==> src/bsm_pkg.sv <==
// ----------------------------------------------------------------------------
// bsm_pkg
// Shared types and codes for the bank switch mapper with scanline IRQ.
// ----------------------------------------------------------------------------
package bsm_pkg;

   typedef enum logic [1:0] {
      ACT_READ  = 2'd0,
      ACT_WRITE = 2'd1,
      ACT_CLOCK = 2'd2,
      ACT_NONE  = 2'd3
   } action_type;

   typedef enum logic [2:0] {
      REG_NONE    = 3'd0,
      REG_CHR_ROM = 3'd1,
      REG_CHR_RAM = 3'd2,
      REG_PRG_RAM = 3'd3,
      REG_PRG_ROM = 3'd4
   } region_type;

   localparam logic [1:0] CSR_PRG_COUNT = 2'd0;
   localparam logic [1:0] CSR_CHR_COUNT = 2'd1;
   localparam logic [1:0] CSR_MIR_FIXED = 2'd2;

   typedef struct packed {
      logic [1:0]  action;
      logic [15:0] addr;
      logic [7:0]  data;
   } req_type;

   typedef struct packed {
      logic [2:0]  region;
      logic [18:0] rom_address;
      logic [7:0]  read_data;
      logic        mirroring;
      logic        irq_line;
      logic        irq_raised;
   } rsp_type;

   // classified operation handed from the front end to the back end
   typedef struct packed {
      logic        ram_rd;
      logic        ram_wr;
      logic        chr_ram;
      logic [14:0] ram_index;
      logic [7:0]  data;
      logic [2:0]  region;
      logic [18:0] rom_address;
      logic        mirroring;
      logic        irq_line;
      logic        irq_raised;
   } op_type;

endpackage

==> src/bsm_front.sv <==
// ----------------------------------------------------------------------------
// bsm_front
// Mapper registers, IRQ counter and address translation, one item a cycle.
// ----------------------------------------------------------------------------
module bsm_front import bsm_pkg::*; #(
   parameter int WORK_RAM_BYTES    = 8192,
   parameter int PATTERN_RAM_BYTES = 8192
) (
   input  logic       clock,
   input  logic       reset,
   input  logic       in_valid,
   input  req_type    in_req,
   input  logic       cfg_we,
   input  logic [1:0] cfg_index,
   input  logic [8:0] cfg_data,
   output op_type     op
);

   localparam int WAW = $clog2(WORK_RAM_BYTES);
   localparam int PAW = $clog2(PATTERN_RAM_BYTES);

   logic [6:0] prg_count_ff;
   logic [8:0] chr_count_ff;
   logic       mir_fixed_ff;
   logic [2:0] select_ff;
   logic       prg_mode_ff, chr_inv_ff, mirror_ff;
   logic [7:0] chr_bank_ff [6];
   logic [5:0] prg_bank_ff [2];
   logic [7:0] irq_latch_ff, irq_count_ff;
   logic       irq_enable_ff, irq_pending_ff;

   logic [15:0] a;
   logic [7:0]  d;
   logic        odd;
   logic [2:0]  slot;
   logic [8:0]  cbank;
   logic [7:0]  cmask;
   logic [5:0]  pmask, psecond, pbank;
   logic [1:0]  pslot;
   logic [7:0]  irq_count_in;
   logic        irq_pending_in, raised;
   logic        is_rd, is_wr, is_clk;
   region_type  region;
   logic [18:0] rom_addr;
   logic [14:0] ram_idx;
   logic [18:0] chr_lin;
   logic [15:0] wofs;

   assign a      = in_req.addr;
   assign d      = in_req.data;
   assign odd    = a[0];
   assign is_rd  = in_req.action == ACT_READ;
   assign is_wr  = in_req.action == ACT_WRITE;
   assign is_clk = in_req.action == ACT_CLOCK;

   always_comb begin
      slot = a[12:10] ^ {chr_inv_ff, 2'b00};
      if (!slot[2]) begin
         cbank = {1'b0, chr_bank_ff[{2'b00, slot[1]}]} + {8'd0, slot[0]};
      end else begin
         cbank = {1'b0, chr_bank_ff[slot - 3'd2]};
      end
      cmask   = 8'(chr_count_ff - 9'd1);
      pmask   = 6'(prg_count_ff - 7'd1);
      psecond = 6'(prg_count_ff - 7'd2);
      pslot   = a[14:13];
      unique case (pslot)
         2'd0:    pbank = prg_mode_ff ? psecond : prg_bank_ff[0];
         2'd1:    pbank = prg_bank_ff[1];
         2'd2:    pbank = prg_mode_ff ? prg_bank_ff[0] : psecond;
         default: pbank = pmask;
      endcase
      chr_lin  = {cbank, a[9:0]};
      wofs     = a - 16'h6000;
      region   = REG_NONE;
      rom_addr = '0;
      ram_idx  = '0;
      if (a < 16'h2000) begin
         if (chr_count_ff != 9'd0) begin
            region   = REG_CHR_ROM;
            rom_addr = {1'b0, cbank[7:0] & cmask, a[9:0]};
         end else begin
            region   = REG_CHR_RAM;
            ram_idx  = 15'(chr_lin[PAW-1:0]);
            rom_addr = 19'(chr_lin[PAW-1:0]);
         end
      end else if (a >= 16'h6000 && a < 16'h8000) begin
         region   = REG_PRG_RAM;
         ram_idx  = 15'(wofs[WAW-1:0]);
         rom_addr = 19'(wofs[WAW-1:0]);
      end else if (a >= 16'h8000) begin
         region   = REG_PRG_ROM;
         rom_addr = {pbank & pmask, a[12:0]};
      end
   end

   always_comb begin
      irq_count_in   = irq_count_ff;
      irq_pending_in = irq_pending_ff;
      raised         = 1'b0;
      if (in_valid && is_clk) begin
         irq_count_in = (irq_count_ff == 8'd0) ? irq_latch_ff : irq_count_ff - 8'd1;
         if (irq_count_in == 8'd0 && irq_enable_ff) begin
            irq_pending_in = 1'b1;
            raised         = 1'b1;
         end
      end else if (in_valid && is_wr && region == REG_PRG_ROM) begin
         if (a >= 16'hC000 && a < 16'hE000 && odd) irq_count_in = 8'd0;
         if (a >= 16'hE000 && !odd) irq_pending_in = 1'b0;
      end
   end

   always_ff @(posedge clock) begin
      if (reset) begin
         prg_count_ff   <= 7'd64;
         chr_count_ff   <= 9'd0;
         mir_fixed_ff   <= 1'b0;
         select_ff      <= '0;
         prg_mode_ff    <= 1'b0;
         chr_inv_ff     <= 1'b0;
         mirror_ff      <= 1'b0;
         chr_bank_ff    <= '{default: '0};
         prg_bank_ff    <= '{default: '0};
         irq_latch_ff   <= '0;
         irq_count_ff   <= '0;
         irq_enable_ff  <= 1'b0;
         irq_pending_ff <= 1'b0;
      end else begin
         if (cfg_we) begin
            if (cfg_index == CSR_PRG_COUNT) prg_count_ff <= cfg_data[6:0];
            if (cfg_index == CSR_CHR_COUNT) chr_count_ff <= cfg_data;
            if (cfg_index == CSR_MIR_FIXED) mir_fixed_ff <= cfg_data[0];
         end
         irq_count_ff   <= irq_count_in;
         irq_pending_ff <= irq_pending_in;
         if (in_valid && is_wr && region == REG_PRG_ROM) begin
            if (a < 16'hA000) begin
               if (!odd) begin
                  select_ff   <= d[2:0];
                  prg_mode_ff <= d[6];
                  chr_inv_ff  <= d[7];
               end else if (select_ff < 3'd2) begin
                  chr_bank_ff[select_ff] <= d & 8'hFE;
               end else if (select_ff < 3'd6) begin
                  chr_bank_ff[select_ff] <= d;
               end else begin
                  prg_bank_ff[select_ff[0]] <= d[5:0];
               end
            end else if (a < 16'hC000) begin
               if (!odd && !mir_fixed_ff) mirror_ff <= d[0];
            end else if (a < 16'hE000) begin
               if (!odd) irq_latch_ff <= d;
            end else begin
               irq_enable_ff <= odd;
            end
         end
      end
   end

   always_comb begin
      op             = '0;
      op.ram_rd      = in_valid && is_rd &&
                       (region == REG_CHR_RAM || region == REG_PRG_RAM);
      op.ram_wr      = in_valid && is_wr &&
                       (region == REG_CHR_RAM || region == REG_PRG_RAM);
      op.chr_ram     = region == REG_CHR_RAM;
      op.ram_index   = ram_idx;
      op.data        = d;
      if (is_rd || is_wr) begin
         op.region      = region;
         op.rom_address = rom_addr;
      end
      // mirroring and irq reflect the state after this transaction
      op.mirroring   = (in_valid && is_wr && region == REG_PRG_ROM && a >= 16'hA000 &&
                        a < 16'hC000 && !odd && !mir_fixed_ff) ? d[0] : mirror_ff;
      op.irq_line    = irq_pending_in;
      op.irq_raised  = raised;
   end

   a_raise_sets_line: assert property (@(posedge clock) disable iff (reset)
      raised |=> irq_pending_ff)
      else $error("irq raised without pending");
   a_raise_needs_enable: assert property (@(posedge clock) disable iff (reset)
      raised |-> irq_enable_ff)
      else $error("irq raised while disabled");
   a_count_hold: assert property (@(posedge clock) disable iff (reset)
      !$past(in_valid) && !$past(reset) |-> $stable(irq_count_ff))
      else $error("irq count moved with no transaction");

endmodule

==> config.mk <==
export PLATFORM = sky130hd
export DESIGN_NAME = bsm_front
export DESIGN_NICKNAME = d
export VERILOG_FILES = /design/src/bsm_pkg.sv /design/src/bsm_front.sv
export SDC_FILE = /design/constraint.sdc
export NUM_CORES = 1
export LEC_CHECK = 0
export ABC_AREA = 1
export BUFFER_PORTS_ARGS = -buffer_cell sky130_fd_sc_hd__clkbuf_2
export CORE_MARGIN = 8
export CORE_UTILIZATION = 55
export DETAILED_ROUTE_END_ITERATION = 6
export PLACE_DENSITY_LB_ADDON = 0.1
export REMOVE_ABC_BUFFERS = 1
export SLEW_MARGIN = 10
export SYNTH_ARGS = -nofsm -noshare
export SYNTH_HDL_FRONTEND = slang
export SYNTH_SLANG_ARGS = --single-unit
==> constraint.sdc <==
create_clock -name clock -period 2.6 [get_ports clock]
set_clock_uncertainty 0.2 [all_clocks]
set_input_delay 0.13 -clock clock [delete_from_list [all_inputs] [get_ports clock]]
set_output_delay 0.13 -clock clock [all_outputs]
set_load 0.05 [all_outputs]
# Yosys cells after proc, flatten, opt, wreduce, memory -nomap -nowiden

Index checks and enable logic that the tools add are counted.

Output and inout port bits: 51
Word-level logic and storage cells: 149
Register bits: 100

Order comparisons: 18
Bitwise gates (word level): 13
Muxes and demuxes: 42
$add $sub $neg: 7
Reduce and logical (&&, ||, !) cells: 41
Equality and inequality tests: 9

Operators by type and width:

| operator                | count |
|---|---|
| $bwmux W48              | 2 |
| $mux W48                | 2 |
| $mux W8                 | 10 |
| $ge A16 B16 Y1 const B  | 4 |
| $lt A16 B16 Y1 const B  | 4 |
| $mux W19                | 3 |
| $bmux W8 S3             | 2 |
| $mux W13                | 2 |
| $demux W8 S3            | 1 |
| $mux W22                | 1 |
| $logic_and A1 B1 Y1     | 18 |
| $mux W18                | 1 |
| $mux W6                 | 3 |
| $pmux W6 S3             | 1 |
| $ge A16 B15 Y1 const B  | 1 |
| $logic_not A8 Y1        | 2 |
| $lt A16 B14 Y1 const B  | 1 |
| $sub A8 B1 Y8 const B   | 2 |
| $mux W15                | 1 |
| $sub A13 B1 Y13 const B | 1 |
| $bwmux W12              | 1 |
| $ge A4 B4 Y1 const B    | 3 |
| $reduce_and A4 Y1       | 3 |
| $reduce_and A5 Y1       | 2 |
| 31 further kinds        | 59 |

# Longest topological paths before layout

Gate-level depths: netlist of run 1.

Depth in word-level cells: 11
Gate-level depth with buffers: 14
Gate-level depth less buffers: 12

# Least setup slack after synthesis of run 1

Ideal clock, no wire load.

Path type: input port to output port
Start: in in_req[19] (netlist bit)
End: out op[15] (netlist bit)
Stages on the path: 10
Setup slack: -0.368 ns
Data arrival time: 2.638 ns
Path through: clkbuf_1 buf_1 o21ai_0 ha_1 ha_1 inv_1 nor2_1 o31ai_1 nor2_1 nor3_1

RTL lines:

| element         | line            | text |
|---|---|---|
| start, declared | bsm_front.sv:12 | `input req_type in_req,` |
| end, declared   | bsm_front.sv:16 | `output op_type op` |

==> results of run 1 <==
power by group:
part / switching [mW] / internal, mW / leakage (nW)
Combinational: 0.531 / 0.256 / 2.00
Clock: 0.598 / 0.357 / 0.0831
Sequential: 0.0178 / 1.55 / 0.810
Total: 1.15 / 2.16 / 2.89
stage by stage:
stage	util	hold WS, ps	total power, mW
floorplan	-	-0.934	1.99
global placement	0.617	167	2.24
detailed placement	0.617	176	2.25
CTS	0.677	5.24	3.22
global route	0.706	25.1	3.45
finish	0.706	25.0	3.31
cell type report:
| cell class | count | area [um^2] |
|---|---|---|
| clock buffer | 10 | 128 |
| clock inverter | 6 | 50.0 |
| fill | 843 | 2870 |
| inverter | 88 | 339 |
| multi-input combinational | 591 | 3150 |
| sequential | 100 | 2010 |
| tap | 133 | 166 |
| timing repair buffer | 135 | 1020 |
cells by family (layout without fill, tap and decap cells):
family                   count (synthesis)  count (layout)  synth area share
AO/OA/AOI/OAI                          158             158             0.170
XOR/XNOR                                15              15            0.0238
adder cells (fa/ha/maj)                  9               9            0.0204
buffers and inverters                  135             239             0.103
flip-flops                             100             100             0.363
other                                    1               2          0.000681
AND/OR/NAND/NOR                        407             407             0.319
critical path, delay by kind of cell, from the launching register on:
| family | cells | cell delay (ps) |
|---|---|---|
| AOI/OAI and AO/OA | 2 | 290 |
| buffers and inverters | 3 | 260 |
| adders and majority gates | 2 | 340 |
| DFF | 1 | 330 |
| and+or+nand+nor | 6 | 650 |
layer usage:
| metal | wire length (um) | vias to the layer above | track usage | share of wire |
|---|---|---|---|---|
| met5 | 0 | - | 0 | 0 |
| met4 | 477 | 0 | 0.0951 | 0.027 |
| met3 | 1420 | 44 | 0.0703 | 0.081 |
| met2 | 8510 | 263 | 0.439 | 0.49 |
| met1 | 7040 | 2759 | 0.295 | 0.40 |
| li1 | - | 2865 | - | - |
Yosys cell counts, drive strengths merged (2+ instances only):
cell	number
nand2	208
nor2	122
dfxtp	100
inv	83
a21oi	73
o21ai	39
nand3	36
a211oi	32
clkbuf	28
buf	19
nor3	19
nand4	12
xor2	10
ha	9
clkinv	5
o221ai	5
xnor2	5
or2	4
o22ai	3
nand3b	2
nor4	2
o211ai	2
worst min-delay path by stage:
stage / startpoint / end / slack, ps / cells past startpoint
2_1_floorplan: reset / flip-flop / -0.9 / 1
3_3_place_gp: cfg_data[7] / chr_count_ff[7] / 170 / 3
4_1_cts: in_req[5] / irq_latch_ff[5] / 5 / 3
5_1_grt: in_req[5] / flip-flop / 30 / 3
3_5_place_dp: cfg_data[8] / chr_count_ff[8] / 180 / 3
6_report: in_req[5] / irq_latch_ff[5] / 20 / 3
timing repair:
action,CTS,global route
hold buffers,27,0
endpoints found under the hold margin,73,0
pin swaps,5,11
buffers inserted,3,5
cloned,0,0
setup endpoints to repair,18,24
gates resized for setup,33,90
==> results.py, run 1 <==
metrics = {
    "grt": {
        "grt_pass1_wl_mm": 27.0,
        "grt_antenna_before_repair": 0,
        "grt_start_max_net_pins": 101,
        "grt_pass1_vias": 5578,
        "gr-total-overflow": 0,
        "globalRouteTotalUtil": 0.255,
    },
    "routing": {
        "first_iter_violations": 611,
        "routedWlPerCell_um": 16.4,
        "vias_per_cell": 5.58,
        "drc_errors": 0,
        "drtAntennaViolNets": 0,
        "drt_wl_total_mm": 17.4,
        "via_count": 5931,
        "first_pass_iters": 6,
    },
    "timing": {
        "setup_viol": 0,
        "min_period_ps": 2590,
        "finalHoldViolCount": 0,
        "fmax_mhz": 387,
        "fin_tns_setup_ps": 0,
        "drv_slew": 0,
        "period_share": 0.994,
        "slew_headroom": 0.498,
        "layout_setup_ws_ps": 14.4,
        "rsz0062_at_grt": "yes",
        "worst_pin_slew_ps": 749,
    },
    "floorplanning": {
        "start_util": 0.566,
        "rows": 36,
        "die_x_um": 116,
        "core_um2": 9730,
        "io_pins": 92,
        "die_y_um": 116,
        "die_area_um2": 13500,
    },
    "yosys": {
        "syn_area_per_cell_um2": 6.68,
        "synthCells": 825,
        "synth.distinct_cells": 40,
        "yosys_warnings": 0,
        "yosysSeqAreaShare": 0.363,
        "synth_area_leaders": "dfxtp_1, nand2_1, nor2_1",
        "netlist_area_um2": 5510,
        "synthArstFlopShare": 0,
        "synth_top_area_frac": 0.363,
        "synth_edf_count": 0,
        "synth_seq_cells": 100,
        "synth-main-ff-cell": "dfxtp_1",
        "yosysTopAreaCell": "dfxtp_1",
    },
    "worst_setup_path": {
        "endpoint": "op[19]",
        "cp-end-kind": "output pin",
        "reg2regPathDepth": 9,
        "path_class": "flip-flop to output pin",
        "r2r_start": "select_ff[2]",
        "crit_path_start": "chr_bank_ff[40]",
        "crit_path_max_incr_delay_ps": 330,
        "reg2reg_slack_ps": 670,
        "crit_arrival_ps": 2260,
        "critPathMaxFanout": 3,
        "start_kind": "flip-flop",
        "required_ps": 2270,
        "crit_chain": "inv_1 > o21ai_2 > ha_2 > ha_1 > inv_1 > nor2_2 > nand3_2 > nor2_1 > nand2_1 > nand3_2 > nand2_2 > a21oi_4 > buf_12",
        "slowest_stage": "dfxtp_1",
    },
    "power": {
        "p_leak_nw": 2.89,
        "pwr_density_cell_nw_per_um2": 482,
        "ir_worst_vdd_v": 0.000452,
    },
    "clocking": {
        "clkSinkCount": 100,
        "clkTransAtPathRegs_ps": 100,
        "htree_levels": 3,
        "cts-root-buf": "clkbuf_8",
        "numCtsBuffers": 9,
        "cts_max_path_buffers": 2,
        "clk_latency_ps": 400,
        "cts_tree": "done",
    },
    "finish": {
        "layout_commonest_cell": "nand2_1",
        "area_growth_pct": 24.6,
        "nets": 975,
        "final_cell_area_um2": 6860,
        "final_cells": 1063,
        "post_route_cells_drive_above_1_share": 0.218,
        "final_cell_mix": "nand2_1, nor2_1, dfxtp_1, a21oi_1",
        "diodes": 0,
    },
    "place": {
        "place_ws_ps": 158,
        "io_buffers": 89,
        "place_congestion": 0.985,
        "post-dp-hpwl_mm": 11.6,
        "dp.cells": 1012,
        "dpl_cell_area_um2": 6000,
    },
    "job": {
        "cap_violations": 0,
    },
    "outcome": {
        "status": "complete, no violations",
    },
    "hold_path": {
        "hold_path_class": "primary input to flip-flop",
    },
}
Note: power is estimated with default switching activity, not from simulation.
==> run 2: changes to the inputs <==
CORE_MARGIN = 1   (was 8)
==> results.py, run 2 (synthesis gave the netlist of run 1 again) <==
metrics = {
    "outcome": {
        "status": "complete, no violations",
    },
    "worst_setup_path": {
        "path_class": "flip-flop to output pin",
        "critPathMaxFanout": 7,
        "crit_chain": "inv_2 > ha_1 > nor3b_2 > nand3_1 > inv_1 > nand2_2 > nand2_2 > clkinvlp_4 > buf_6 > nor2_2 > clkbuf_8",
        "cpMostUsedCell": "nand2_2",
        "cp-end-kind": "output pin",
        "critPathTopFamily": "buffers and inverters",
        "crit_arrival_ps": 2220,
        "start_kind": "flip-flop",
        "crit_path_max_incr_delay_ps": 320,
        "path_buf_inv": 5,
        "required_ps": 2270,
        "slowest_stage": "dfxtp_1",
    },
    "place": {
        "io_buffers": 89,
        "post-dp-hpwl_mm": 11.4,
        "dp.cells": 1011,
        "place_congestion": 0.931,
        "place_ws_ps": 275,
    },
    "clocking": {
        "cts_tree": "done",
        "cts_max_path_buffers": 2,
        "clk_latency_ps": 370,
        "clkSinkCount": 100,
        "numCtsBuffers": 9,
        "htree_levels": 3,
        "cts-root-buf": "clkbuf_8",
        "clkTransAtPathRegs_ps": 110,
    },
    "finish": {
        "final_cells": 1059,
        "diodes": 0,
        "final_cell_mix": "nand2_1, nor2_1, dfxtp_1, clkbuf_2, a21oi_1",
        "fin_util": 0.694,
        "nets": 971,
        "post_route_cells_drive_above_1_share": 0.216,
        "area_growth_pct": 22.5,
        "layout_commonest_cell": "nand2_1",
    },
    "routing": {
        "vias_per_cell": 5.51,
        "first_iter_violations": 256,
        "drtAntennaViolNets": 0,
        "via_count": 5840,
        "drc_errors": 0,
        "first_pass_iters": 5,
        "routedWlPerCell_um": 15.6,
        "drt_wl_total_mm": 16.6,
    },
    "grt": {
        "grt_start_max_net_pins": 73,
        "grt_pass1_wl_mm": 25.2,
        "gr-total-overflow": 0,
        "grt_antenna_before_repair": 0,
        "grt_pass1_vias": 5113,
        "globalRouteTotalUtil": 0.315,
    },
    "floorplanning": {
        "die_area_um2": 10400,
        "die_y_um": 102,
        "io_pins": 92,
        "rows": 36,
        "core_um2": 9730,
        "start_util": 0.566,
        "die_x_um": 102,
    },
    "job": {
        "cap_violations": 0,
    },
    "timing": {
        "drv_slew": 0,
        "setup_viol": 0,
        "worst_pin_slew_ps": 751,
        "layout_setup_ws_ps": 48.8,
        "slew_headroom": 0.497,
        "finalHoldViolCount": 0,
        "fmax_mhz": 392,
        "rsz0062_at_grt": "yes",
        "min_period_ps": 2550,
        "period_share": 0.981,
    },
    "hold_path": {
        "hold_path_class": "primary input to flip-flop",
    },
    "power": {
        "p_leak_nw": 2.87,
        "power_mw": 3.38,
        "ir_worst_vdd_v": 0.000342,
        "pwr_density_cell_nw_per_um2": 501,
    },
}
==> run 2: cell types whose count changed in the layout (fill, tap and decap cells not counted), moves of 2 or more <==
cell,before,now
nor2_4,12,6
clkbuf_2,70,73
nor2_1,103,105
nor3_2,1,3
nor3_1,18,16
ha_1,5,7
clkbuf_8,9,12
dlygate4sd3_1,27,22
buf_8,6,1
nor2_2,7,11
inv_8,0,2
==> run 2: what timing repair did <==
action / 4_1_cts / 5_1_grt
endpoints found under the setup margin: 9 / 22
hold buffers: 22 / 0
gates resized for setup: 25 / 69
gates cloned: 0 / 1
pin swaps: 2 / 11
endpoints found under the hold margin: 47 / 0
setup buffers: 2 / 7
==> run 2: power by group <==
group	switching (mW)	internal [mW]	total (mW)
sequential	0.0172	1.55	1.57
combinational	0.513	0.239	0.753
clock	0.598	0.462	1.06
total	1.13	2.25	3.38
==> run 2: worst min-delay path, cell delays in order <==
cell	delay, ps
clkbuf_2	230
nand2_1	130
a21oi_1	50
==> run 2: path summary, 6_finish.rpt <==
| kind | startpoint | endpoint | slack, ps | cells past startpoint |
|---|---|---|---|---|
| worst max register to register | select_ff[0] | prg_bank_ff[8] | 650 | 3 |
| worst max-delay path | chr_count_ff[0] | op[38] | 50 | 11 |
| worst min register to register | chr_bank_ff[40] | chr_bank_ff[40] | 270 | 2 |
| worst min-delay path | in_req[6] | flip-flop | 10 | 3 |
==> run 2: per-stage QoR <==
step,TNS (ps),area [um^2],hold slack [ps]
floorplan,-1200,5280,-0.934
global placement,0,6000,175
detailed placement,0,6000,182
CTS,0,6530,3.62
global route,-642,6750,7.85
finish,0,6750,11.3
==> run 2: layout make-up <==
class | count | area, um^2
clock inverter | 7 | 85.1
sequential | 100 | 2010
tap | 133 | 166
timing repair buffer | 131 | 935
fill | 867 | 2980
clock buffer | 9 | 124
multi-input combinational | 591 | 3090
inverter | 88 | 339
==> run 2: metal layers <==
layer / up-vias / GRT usage / routed length (um)
met5: - / 0 / 0
met4: 0 / 0.158 / 705
met3: 57 / 0.0486 / 1080
met2: 234 / 0.507 / 7670
met1: 2683 / 0.411 / 7110
li1: 2866 / - / -
==> run 3: changes to the inputs <==
CORE_ASPECT_RATIO = 1.2   (was not set)
==> results.py, run 3 (synthesis gave the netlist of run 1 again) <==
metrics = {
    "place": {
        "place_congestion": 0.946,
        "io_buffers": 89,
        "post-dp-hpwl_mm": 11.3,
    },
    "finish": {
        "layout_commonest_cell": "nand2_1",
        "post_route_cells_drive_above_1_share": 0.198,
        "fill_cells": 817,
        "diodes": 0,
        "ff_latch_area_um2": 2010,
        "final_cell_mix": "nand2_1, nor2_1, dfxtp_1, a21oi_1, clkbuf_2",
        "area_growth_pct": 22.0,
        "multi_input_area_um2": 3060,
        "nets": 967,
    },
    "power": {
        "ir_worst_vdd_v": 0.000307,
        "power_mw": 3.69,
        "switching_share": 0.305,
        "p_clk_frac": 0.374,
        "p_switching_mw": 1.13,
        "pwr_density_cell_nw_per_um2": 550,
        "power_frac_comb": 0.202,
        "p_leak_nw": 2.87,
        "p_seq_frac": 0.424,
        "p_int_mw": 2.57,
    },
    "timing": {
        "worst_pin_slew_ps": 765,
        "slew_headroom": 0.487,
        "finalHoldViolCount": 0,
        "setup_viol": 0,
        "min_period_ps": 2550,
        "fmax_mhz": 391,
        "period_share": 0.983,
        "holdWs_ps": 18.2,
        "drv_slew": 0,
    },
    "worst_setup_path": {
        "r2r_start": "select_ff[2]",
        "critPathMaxFanout": 2,
        "path_class": "flip-flop to output pin",
        "start_kind": "flip-flop",
        "cp-end-kind": "output pin",
        "cpMostUsedCell": "nand2_1",
        "reg2regPathDepth": 9,
        "crit_path_max_incr_delay_ps": 330,
        "crit_chain": "inv_1 > o21ai_2 > ha_2 > ha_4 > inv_2 > and2_1 > o31ai_1 > nand2_1 > nand2_1 > clkbuf_2",
        "reg2reg_slack_ps": 710,
        "slowest_stage": "o31ai_1",
        "crit_arrival_ps": 2220,
        "required_ps": 2270,
    },
    "job": {
        "cap_violations": 0,
    },
    "clocking": {
        "cts-root-buf": "clkbuf_16",
        "clkSinkCount": 100,
        "htree_levels": 3,
        "clkTransAtPathRegs_ps": 70,
        "numCtsBuffers": 9,
        "cts_tree": "done",
        "cts_max_path_buffers": 2,
        "clk_latency_ps": 350,
    },
    "floorplanning": {
        "die_y_um": 112,
        "die_x_um": 93.4,
        "die_area_um2": 10400,
        "io_pins": 92,
        "core_um2": 9610,
        "rows": 39,
        "start_util": 0.573,
    },
    "hold_path": {
        "holdPathStages": 3,
        "min_from": "in_req[0]",
        "whs_endpoint": "irq_latch_ff[0]",
        "hold_path_class": "primary input to flip-flop",
    },
    "routing": {
        "drc_errors": 0,
        "first_iter_violations": 419,
        "drt_wl_total_mm": 16.3,
        "drtAntennaViolNets": 0,
        "via_count": 5829,
        "first_pass_iters": 6,
        "routedWlPerCell_um": 15.6,
        "vias_per_cell": 5.58,
    },
    "grt": {
        "grt_pass1_wl_mm": 25.8,
        "grt_pass1_vias": 5447,
        "gr-total-overflow": 0,
        "grt_antenna_before_repair": 0,
        "globalRouteTotalUtil": 0.314,
        "grt_start_max_net_pins": 61,
    },
    "outcome": {
        "status": "complete, no violations",
    },
}
[run 3: worst max-delay path by stage]
stage                          from     end  slack (ps)  cells after the start
floorplan           irq_count_ff[0]   op[0]        -380                     10
global placement    irq_count_ff[1]   op[0]         190                     11
detailed placement  irq_count_ff[1]   op[0]          80                     11
CTS                 chr_count_ff[0]  op[49]         -40                     10
global route        chr_bank_ff[40]  op[19]         -40                     13
finish              chr_bank_ff[40]  op[45]          50                     10
[run 3: stage by stage]
stage	utilization	area (um^2)	setup slack, ps	instances	setup TNS (ps)
after floorplan	-	5280	-379	779	-1200
after global placement	0.625	6010	191	1004	0
after detailed placement	0.625	6010	78.5	1004	0
after CTS	0.677	6500	-38.6	1037	-58.2
after global routing	0.699	6720	-39.5	1045	-98.6
final	0.699	6720	45.3	1045	0
[run 3: power by group through the flow]
stage	logic [mW]	clock network, mW	registers (mW)
finish	0.747	1.38	1.57
global route	0.800	1.45	1.57
CTS	0.672	1.39	1.56
detailed placement	0.644	0	1.60
global placement	0.634	0	1.60
floorplan	0.389	0	1.60
[run 3: cell type report]
type,instances,area share
Sequential cell,100,0.298
Timing Repair Buffer,126,0.127
Clock buffer,12,0.0367
Tap cell,123,0.0229
Inverter,88,0.0510
Clock inverter,4,0.00819
Multi-Input combinational cell,592,0.456
[run 3: timing repair]
item                                   4_1_cts  5_1_grt
resized for setup                            9       68
setup buffers                                0        7
gates cloned                                 0        1
setup endpoints to repair                    7       20
pin swaps                                    3       10
hold buffers                                17        0
endpoints found under the hold margin       24        0
[run 3: metal layers]
| layer | wire [um] | track usage |
|---|---|---|
| met5 | 0 | 0 |
| met4 | 402 | 0.110 |
| met3 | 948 | 0.0526 |
| met2 | 8160 | 0.550 |
| met1 | 6750 | 0.383 |
[run 3: worst max-delay path, delay by kind of cell, from the launching register on]
family	cells	cell delay, ps
compound gates	2	460
fa+ha+maj	2	350
simple gates	3	370
buf+inv	3	390
flops	1	310
